`src/hdl/dnsaqr_pkg.sv`:
```
// Shared constants, status codes and byte tables for the DNS A-query responder.
package dnsaqr_pkg;

  localparam int unsigned MAX_PACKET_BYTES_DEF = 256;
  localparam int unsigned MIN_LENGTH           = 17;
  localparam int unsigned HEADER_BYTES         = 12;
  localparam int unsigned MAX_LABEL            = 63;
  localparam int unsigned RECORD_BYTES         = 16;
  localparam int unsigned TAIL_BYTES           = 5;

  localparam int unsigned FLAGS_POS  = 2;
  localparam int unsigned QDHI_POS   = 4;
  localparam int unsigned QDLO_POS   = 5;
  localparam logic [7:0]  QR_BIT     = 8'h80;
  localparam logic [7:0]  FLAGS_HI   = 8'h81;
  localparam logic [7:0]  FLAGS_LO   = 8'h80;
  localparam logic [7:0]  PTR_HI     = 8'hc0;
  localparam logic [7:0]  PTR_LO     = 8'h0c;

  localparam logic [31:0] SUBNET_RST = 32'hc0a8_0400;
  localparam logic [31:0] MASK_RST   = 32'hffff_ff00;
  localparam logic [31:0] ANSWER_RST = 32'hc0a8_0401;

  localparam logic [1:0] CFG_ENABLE = 2'd0;
  localparam logic [1:0] CFG_SUBNET = 2'd1;
  localparam logic [1:0] CFG_MASK   = 2'd2;
  localparam logic [1:0] CFG_ANSWER = 2'd3;

  typedef enum logic [2:0] {
    ST_REPLY      = 3'd0,
    ST_TOO_SHORT  = 3'd1,
    ST_DISABLED   = 3'd2,
    ST_NOT_QUERY  = 3'd3,
    ST_BAD_COUNT  = 3'd4,
    ST_FOREIGN    = 3'd5,
    ST_BAD_QUEST  = 3'd6
  } status_e;

  function automatic logic [7:0] header_byte(logic [3:0] idx, logic [7:0] orig);
    logic [7:0] res;
    res = orig;
    case (idx) inside
      4'd2:                      res = FLAGS_HI;
      4'd3:                      res = FLAGS_LO;
      4'd6, 4'd8, 4'd9, 4'd10, 4'd11: res = 8'h00;
      4'd7:                      res = 8'h01;
      default:                   res = orig;
    endcase
    return res;
  endfunction

  function automatic logic [7:0] record_byte(logic [3:0] k, logic [31:0] addr);
    logic [7:0] res;
    res = 8'h00;
    case (k) inside
      4'd0:       res = PTR_HI;
      4'd1:       res = PTR_LO;
      4'd3, 4'd5: res = 8'h01;
      4'd11:      res = 8'h04;
      4'd12:      res = addr[31:24];
      4'd13:      res = addr[23:16];
      4'd14:      res = addr[15:8];
      4'd15:      res = addr[7:0];
      default:    res = 8'h00;
    endcase
    return res;
  endfunction

endpackage

```
`src/hdl/dns_a_query_responder.sv`:
```
// DNS A-query responder: packet store, header checks, name walk and reply framing.
//
// Input channel (in_valid_i/in_ready_o) carries one UDP payload byte per item,
// with last_byte_i on the final byte and source_address_i sampled with it.
// Bytes are taken at one per cycle while the block is idle; up to MAX_PACKET_BYTES are kept in a
// word-wide byte-write store, later bytes are dropped.
// After the last byte the block stops taking bytes and works on the packet:
// the header checks, then per name label and for the root byte a store read
// and an evaluate step, a store read and an evaluate step for each type and
// class byte, then per 8-byte reply word a store read and an output register load.
// A packet failing a header check gives one status item via the check and
// reject states; a bad question gives it via the reject state once the walk stops.
// A reply of n stored bytes gives ceil((n+16)/8) items, last_result_o on the last.
// The output register holds each item until out_ready_i; a stall simply
// holds the sequencer. Input is taken again once the final item is loaded,
// while that item still waits in the output register.
// Configuration writes (cfg_we_i, cfg_index_i, cfg_data_i) take effect at once
// and are expected only while the block is idle.
// Reset (rst_ni low) clears the configuration to its defaults, empties the
// byte count and drops any pending output; store contents are not cleared.
module dns_a_query_responder
  import dnsaqr_pkg::*;
#(
  parameter int unsigned MAX_PACKET_BYTES = dnsaqr_pkg::MAX_PACKET_BYTES_DEF
) (
  input  logic        clk_i,
  input  logic        rst_ni,
  input  logic        cfg_we_i,
  input  logic [1:0]  cfg_index_i,
  input  logic [31:0] cfg_data_i,
  input  logic        in_valid_i,
  output logic        in_ready_o,
  input  logic [7:0]  data_byte_i,
  input  logic        last_byte_i,
  input  logic [31:0] source_address_i,
  output logic        out_valid_o,
  input  logic        out_ready_i,
  output logic [2:0]  status_o,
  output logic [63:0] reply_word_o,
  output logic [3:0]  byte_count_o,
  output logic        last_result_o
);

  localparam int unsigned CntW  = $clog2(MAX_PACKET_BYTES + 1);
  localparam int unsigned Words = (MAX_PACKET_BYTES + 7) / 8;
  localparam int unsigned WAW   = $clog2(Words);
  localparam int unsigned PosW  = $clog2(MAX_PACKET_BYTES + MAX_LABEL + 1);
  localparam int unsigned TotW  = $clog2(MAX_PACKET_BYTES + RECORD_BYTES + 1);

  typedef enum logic [3:0] {
    S_IDLE, S_CHECK, S_WALK_RD, S_WALK_EV, S_TAIL_RD, S_TAIL_EV,
    S_SEND_RD, S_SEND_EV, S_REJECT
  } state_e;

  // configuration
  logic        enable_q;
  logic [31:0] subnet_q, mask_q, answer_q;

  always_ff @(posedge clk_i or negedge rst_ni) begin
    if (!rst_ni) begin
      enable_q <= 1'b0;
      subnet_q <= SUBNET_RST;
      mask_q   <= MASK_RST;
      answer_q <= ANSWER_RST;
    end else if (cfg_we_i) begin
      unique case (cfg_index_i)
        CFG_ENABLE: enable_q <= cfg_data_i[0];
        CFG_SUBNET: subnet_q <= cfg_data_i;
        CFG_MASK:   mask_q   <= cfg_data_i;
        CFG_ANSWER: answer_q <= cfg_data_i;
        default:    enable_q <= enable_q;
      endcase
    end
  end

  // packet store
  logic [7:0]     store_mem [Words][8];
  logic [7:0]     rdata_q [8];
  logic           rd_en, wr_en;
  logic [WAW-1:0] rd_word, wr_word;
  logic [2:0]     wr_lane;

  always_ff @(posedge clk_i) begin
    if (wr_en) begin
      store_mem[wr_word][wr_lane] <= data_byte_i;
    end
    if (rd_en) begin
      rdata_q <= store_mem[rd_word];
    end
  end

  // sequencer
  state_e          state_q, state_d;
  logic [CntW-1:0] byte_total_q, byte_total_d, n_q, n_d;
  logic [7:0]      b2_q, b2_d, b4_q, b4_d, b5_q, b5_d;
  logic [31:0]     src_q, src_d;
  logic [PosW-1:0] pos_q, pos_d;
  logic [1:0]      tail_q, tail_d;
  logic [TotW-1:0] base_q, base_d, rem_q, rem_d;
  status_e         code_q, code_d;

  logic            out_valid_q, out_valid_d, out_last_q, out_last_d;
  logic [2:0]      out_status_q, out_status_d;
  logic [63:0]     out_word_q, out_word_d;
  logic [3:0]      out_count_q, out_count_d;

  logic            in_fire, room, out_free;
  logic [7:0]      cur_byte;
  logic [PosW-1:0] n_pos, step;
  logic [TotW-1:0] n_tot, j;
  logic [63:0]     reply_word;
  logic [7:0]      lane_byte;
  logic [3:0]      send_count;

  assign in_ready_o = (state_q == S_IDLE);
  assign in_fire    = in_valid_i && in_ready_o;
  assign room       = byte_total_q < CntW'(MAX_PACKET_BYTES);
  assign out_free   = !out_valid_q || out_ready_i;
  assign wr_en      = in_fire && room;
  assign wr_word    = WAW'(byte_total_q >> 3);
  assign wr_lane    = byte_total_q[2:0];
  assign cur_byte   = rdata_q[pos_q[2:0]];
  assign n_pos      = PosW'(n_q);
  assign n_tot      = TotW'(n_q);
  assign step       = pos_q + PosW'(1) + PosW'(cur_byte);
  assign send_count = (rem_q > TotW'(8)) ? 4'd8 : rem_q[3:0];

  always_comb begin
    reply_word = '0;
    for (int b = 0; b < 8; b++) begin
      j = base_q + TotW'(b);
      if (j < n_tot) begin
        lane_byte = (j < TotW'(HEADER_BYTES)) ? header_byte(j[3:0], rdata_q[b]) : rdata_q[b];
      end else if (j < n_tot + TotW'(RECORD_BYTES)) begin
        lane_byte = record_byte(4'(j - n_tot), answer_q);
      end else begin
        lane_byte = 8'h00;
      end
      reply_word[63 - 8*b -: 8] = lane_byte;
    end
  end

  always_comb begin
    state_d      = state_q;
    byte_total_d = byte_total_q;
    n_d          = n_q;
    b2_d         = b2_q;
    b4_d         = b4_q;
    b5_d         = b5_q;
    src_d        = src_q;
    pos_d        = pos_q;
    tail_d       = tail_q;
    base_d       = base_q;
    rem_d        = rem_q;
    code_d       = code_q;
    out_valid_d  = out_valid_q && !out_ready_i;
    out_status_d = out_status_q;
    out_word_d   = out_word_q;
    out_count_d  = out_count_q;
    out_last_d   = out_last_q;
    rd_en        = 1'b0;
    rd_word      = WAW'(pos_q >> 3);

    unique case (state_q)
      S_IDLE: begin
        if (in_fire) begin
          if (room) begin
            byte_total_d = byte_total_q + CntW'(1);
            if (byte_total_q == CntW'(FLAGS_POS)) b2_d = data_byte_i;
            if (byte_total_q == CntW'(QDHI_POS))  b4_d = data_byte_i;
            if (byte_total_q == CntW'(QDLO_POS))  b5_d = data_byte_i;
          end
          if (last_byte_i) begin
            n_d          = byte_total_q + CntW'(room);
            byte_total_d = '0;
            src_d        = source_address_i;
            state_d      = S_CHECK;
          end
        end
      end
      S_CHECK: begin
        state_d = S_REJECT;
        if (n_q < CntW'(MIN_LENGTH)) begin
          code_d = ST_TOO_SHORT;
        end else if (!enable_q) begin
          code_d = ST_DISABLED;
        end else if ((b2_q & QR_BIT) != 8'h00) begin
          code_d = ST_NOT_QUERY;
        end else if (b4_q != 8'h00 || b5_q != 8'h01) begin
          code_d = ST_BAD_COUNT;
        end else if ((src_q & mask_q) != subnet_q) begin
          code_d = ST_FOREIGN;
        end else begin
          pos_d   = PosW'(HEADER_BYTES);
          state_d = S_WALK_RD;
        end
      end
      S_WALK_RD: begin
        if (pos_q >= n_pos) begin
          code_d  = ST_BAD_QUEST;
          state_d = S_REJECT;
        end else begin
          rd_en   = 1'b1;
          state_d = S_WALK_EV;
        end
      end
      S_WALK_EV: begin
        code_d  = ST_BAD_QUEST;
        state_d = S_REJECT;
        if (cur_byte == 8'h00) begin
          if (pos_q + PosW'(TAIL_BYTES) == n_pos) begin
            pos_d   = pos_q + PosW'(1);
            tail_d  = '0;
            state_d = S_TAIL_RD;
          end
        end else if (cur_byte <= 8'(MAX_LABEL) && step < n_pos) begin
          pos_d   = step;
          state_d = S_WALK_RD;
        end
      end
      S_TAIL_RD: begin
        rd_en   = 1'b1;
        state_d = S_TAIL_EV;
      end
      S_TAIL_EV: begin
        if (cur_byte != {7'd0, tail_q[0]}) begin
          code_d  = ST_BAD_QUEST;
          state_d = S_REJECT;
        end else if (tail_q == 2'd3) begin
          base_d  = '0;
          rem_d   = n_tot + TotW'(RECORD_BYTES);
          state_d = S_SEND_RD;
        end else begin
          tail_d  = tail_q + 2'd1;
          pos_d   = pos_q + PosW'(1);
          state_d = S_TAIL_RD;
        end
      end
      S_SEND_RD: begin
        rd_en   = (base_q < n_tot);
        rd_word = WAW'(base_q >> 3);
        state_d = S_SEND_EV;
      end
      S_SEND_EV: begin
        if (out_free) begin
          out_valid_d  = 1'b1;
          out_status_d = ST_REPLY;
          out_word_d   = reply_word;
          out_count_d  = send_count;
          out_last_d   = (rem_q <= TotW'(8));
          base_d       = base_q + TotW'(8);
          rem_d        = rem_q - TotW'(8);
          state_d      = (rem_q <= TotW'(8)) ? S_IDLE : S_SEND_RD;
        end
      end
      S_REJECT: begin
        if (out_free) begin
          out_valid_d  = 1'b1;
          out_status_d = code_q;
          out_word_d   = '0;
          out_count_d  = '0;
          out_last_d   = 1'b1;
          state_d      = S_IDLE;
        end
      end
      default: state_d = S_IDLE;
    endcase
  end

  always_ff @(posedge clk_i or negedge rst_ni) begin
    if (!rst_ni) begin
      state_q      <= S_IDLE;
      byte_total_q <= '0;
      n_q          <= '0;
      b2_q         <= '0;
      b4_q         <= '0;
      b5_q         <= '0;
      src_q        <= '0;
      pos_q        <= PosW'(HEADER_BYTES);
      tail_q       <= '0;
      base_q       <= '0;
      rem_q        <= '0;
      code_q       <= ST_REPLY;
      out_valid_q  <= 1'b0;
      out_status_q <= '0;
      out_word_q   <= '0;
      out_count_q  <= '0;
      out_last_q   <= 1'b0;
    end else begin
      state_q      <= state_d;
      byte_total_q <= byte_total_d;
      n_q          <= n_d;
      b2_q         <= b2_d;
      b4_q         <= b4_d;
      b5_q         <= b5_d;
      src_q        <= src_d;
      pos_q        <= pos_d;
      tail_q       <= tail_d;
      base_q       <= base_d;
      rem_q        <= rem_d;
      code_q       <= code_d;
      out_valid_q  <= out_valid_d;
      out_status_q <= out_status_d;
      out_word_q   <= out_word_d;
      out_count_q  <= out_count_d;
      out_last_q   <= out_last_d;
    end
  end

  assign out_valid_o   = out_valid_q;
  assign status_o      = out_status_q;
  assign reply_word_o  = out_word_q;
  assign byte_count_o  = out_count_q;
  assign last_result_o = out_last_q;

  a_total_bound: assert property (@(posedge clk_i) disable iff (!rst_ni)
    byte_total_q <= CntW'(MAX_PACKET_BYTES))
    else $error("byte count beyond store depth");

  a_last_clears: assert property (@(posedge clk_i) disable iff (!rst_ni)
    in_fire && last_byte_i |=> byte_total_q == '0 && !in_ready_o)
    else $error("byte count not cleared at end of packet");

  a_reject_form: assert property (@(posedge clk_i) disable iff (!rst_ni)
    out_valid_o && status_o != ST_REPLY |-> byte_count_o == 4'd0 && last_result_o)
    else $error("rejection item malformed");

  a_reply_count: assert property (@(posedge clk_i) disable iff (!rst_ni)
    out_valid_o && status_o == ST_REPLY |-> byte_count_o != 4'd0 && byte_count_o <= 4'd8)
    else $error("reply byte count out of range");

  a_tail_inside: assert property (@(posedge clk_i) disable iff (!rst_ni)
    state_q == S_TAIL_RD |-> pos_q < n_pos)
    else $error("tail read beyond packet");

endmodule
```
`config.mk`:
```
export PLATFORM = sky130hd
export DESIGN_NAME = dns_a_query_responder
export DESIGN_NICKNAME = d
export VERILOG_FILES = /design/src/hdl/dnsaqr_pkg.sv /design/src/hdl/dns_a_query_responder.sv
export SDC_FILE = /design/constraint.sdc
export NUM_CORES = 2
export LEC_CHECK = 0
export BUFFER_PORTS_ARGS = -buffer_cell sky130_fd_sc_hd__clkbuf_2
export CORE_MARGIN = 5
export CORE_UTILIZATION = 38
export CTS_CLUSTER_SIZE = 30
export DETAILED_ROUTE_END_ITERATION = 8
export GPL_TIMING_DRIVEN = 0
export HOLD_SLACK_MARGIN = 0.03
export PLACE_DENSITY = 0.58
export RECOVER_POWER = 100
export SKIP_CTS_REPAIR_TIMING = 1
export SLEW_MARGIN = 20
export SYNTH_ARGS = -nofsm -noshare
export SYNTH_HDL_FRONTEND = slang
export SYNTH_SLANG_ARGS = --single-unit
```
`constraint.sdc`:
```
create_clock -name clk_i -period 6.4 [get_ports clk_i]
set_input_delay 0.32 -clock clk_i [delete_from_list [all_inputs] [get_ports clk_i]]
set_output_delay 0.32 -clock clk_i [all_outputs]
set_load 0.02 [all_outputs]
```
==> flow_summary.ini <==
[drt]
wl_per_cell_um = 29.92
routed.top_layer = met4
wl_met3_mm = 23.63
drt_iter0_drc = 5998
drt_wl_total_mm = 326.2
wl_met1_mm = 141.2
avgViaCountPerCell = 5.500
route.detailed.drc = 0
first_pass_iters = 5
met2_length_mm = 150.2
drtAntennaViolNets = 0
vias = 59970

[final_layout]
most-common-layout-cells = 2112 x edfxtp_1, 1942 x mux2i_1, 405 x nor2_1
layout-drive-gt1-share_pct = 10.88
syn_to_final_growth_pct = 14.10
final_nets = 7285
layout_commonest_cell = edfxtp_1
fin_cells = 10900
postLayoutCellArea_mm2 = 0.1179
fill_cells = 24030

[worst_setup_path]
crit_top_cell = mux2i_1
crit_fanout = 10
start_kind = flip-flop
critPathMaxStageDelay_ns = 1.64
path_class = reg -> reg
crit_chain = buf_2 > nand2b_1 > nor2_2 > mux2i_1 > clkbuf_1 > clkbuf_1 > clkbuf_1 > mux2i_1 > mux2i_1 > mux2i_1 > mux2i_1 > mux2_2
worst_ep_required_time_ns = 6.94
cp.arrival_ns = 6.63
end_kind = flip-flop
crit_slowest_cell = clkbuf_1

[clock_network]
cts_htree_levels = 4
clkTransAtPathRegs_ns = 0.07
clockBufferDepth = 4
tritoncts = built
cts_root_buffer = clkbuf_16
insertion_delay_ns = 0.92
tritoncts.num_buffers = 246
cts.sink_count = 2382

[sta]
finalCriticalPeriod_ns = 6.093
worst_pin_slew_ns = 5.402
slew_headroom_pct = -260.2
rsz0062_at_grt = no
timing.fmax_mhz = 164.1
fin_skew_ns = 0.1048
setup_viol = 0
hold_violations = 0
period_share_pct = 95.20
slew_violations = 1388

[die]
die_w_um = 531.5
rows = 191
start_util_pct = 38.17
core_mm2 = 0.2708
dieHeight_um = 531.5
die-area_mm2 = 0.2825
boundaryPins = 154

[placed_design]
place_inst = 10360
postPlaceCellArea_mm2 = 0.1100
gp_congestion = 0.9322
hpwl_mm = 226.5
port_buffers = 153

[synthesis]
yosysWarnings = 0
netlist_instances = 6591
ys_seq_elements = 2382
synth-main-ff-cell = edfxtp_1
avgSynthCellArea_um2 = 15.68
ys_types = 94
synth_edf_count = 2112
synth_fp_nets = 6759
seq_area_frac_synth_pct = 67.94
async_reset_ff_share_pct = 11.34
synth_area_mm2 = 0.1034

[job]
cap_violations = 19

[grt]
antenna_found_initial = 38
first_global_vias = 58560
grt.overflow.total = 0
grt_pass1_wl_mm = 450.3
grt_max_degree = 107
grtUsageTotal_pct = 22.19

[worst_hold_path]
hold_class = in -> reg

[power_and_ir_drop]
p_leak_nw = 52.11
finalPower_mw = 34.71
max-vdd-ir-drop_uv = 246.0
power_density_mw_per_mm2 = 294.3

[outcome]
violations = max-capacitance violations, max-slew violations
status = finished, violations left
-- metrics by stage --
step | worst slack, ns | TNS [ns] | hold WS, ns | util (%)
2_1_floorplan | 0.04951 | 0 | 0.02441 | -
3_5_place_dp | 0.2050 | 0 | 0.3165 | 40.61
5_1_grt | 0.1795 | 0 | 0.1929 | 43.54
4_1_cts | 0.1685 | 0 | -0.6161 | 43.42
6_report | 0.3069 | 0 | 0.2225 | 43.56
3_3_place_gp | -2.225 | -332.96 | 0.4694 | 40.11
-- Yosys cell counts (all sizes together), types with 87 or more instances --
cell / instances / share of area [%]
dfrtp: 231 / 5.6
edfxtp: 2112 / 61
mux2i: 1944 / 19
clkbuf: 223 / 0.81
a21oi: 126 / 0.62
nand2: 321 / 1.2
nor2: 407 / 1.5
buf: 142 / 0.63
ha: 87 / 1.1
o21ai: 109 / 0.54
mux2: 200 / 2.2
-- routing by layer --
layer / global-route usage [%] / vias up
met1: 31.02 / 30770
met3: 3.962 / 498
met4: 7.028 / 0
met5: 0 / -
li1: - / 26270
met2: 35.27 / 2425
-- final timing paths --
kind                       slack (ns)     endpoint  cells after the start           startpoint
max                              0.31  rdata_q[49]                     12           state_q[2]
max reg2reg                      0.31  rdata_q[49]                     12           state_q[2]
max in group asynchronous        1.63   mask_q[14]                      6               rst_ni
min reg2reg                      0.48    src_q[24]                      2            src_q[24]
min in group asynchronous        1.47    base_q[5]                      3               rst_ni
min                              0.22     src_q[5]                      4  source_address_i[5]
-- registers in the layout (all words and copies together) (netlist names) --
name,cells
tail_q,2
byte_total_q,9
base_q,6
reply_word_o,64
src_q,32
b2_q,1
store_mem,2048
answer_q,32
pos_q,9
mask_q,32
code_q,3
b5_q,8
status_o,3
last_result_o,1
rem_q,9
rdata_q,64
byte_count_o,4
enable_q,1
subnet_q,32
b4_q,8
state_q,4
n_pos,9
out_valid_o,1
-- where the power goes --
part | leakage [nW] | total, mW | internal (mW) | switching [mW]
sequential | 22.4 | 17.7 | 17.3 | 0.397
combinational | 26.0 | 3.28 | 0.984 | 2.30
clock | 3.74 | 13.7 | 7.74 | 5.99
total | 52.1 | 34.7 | 26.0 | 8.69
-- cell families after synthesis --
logic type,synth area share [%]
multiplexers,21.30
adder cells (fa/ha/maj),1.073
AND/OR/NAND/NOR,4.077
XOR/XNOR,0.7542
buffers and inverters,1.638
AO/OA/AOI/OAI,3.213
flip-flops,67.94
-- final cells by class --
class / count / area (µm²) / area share (%)
well taps: 3570 / 4467 / 3.787
diodes: 20 / 50.05 / 0.04244
repair buffers: 279 / 2377 / 2.016
flip-flops and latches: 2382 / 70230 / 59.55
clock buffers: 314 / 6594 / 5.591
inverters: 55 / 206.4 / 0.1751
multi-input cells: 3789 / 31490 / 26.70
clock inverters: 130 / 991.0 / 0.8402
plain buffers: 364 / 1535 / 1.302
-- worst max-delay path, delay by kind of cell, from the launching register on --
kind	cells	cell delay, ns
mux	6	1.89
flops	1	0.32
simple gates	2	0.49
buf+inv	4	3.07
No activity file was read; power rests on OpenSTA's default activity.
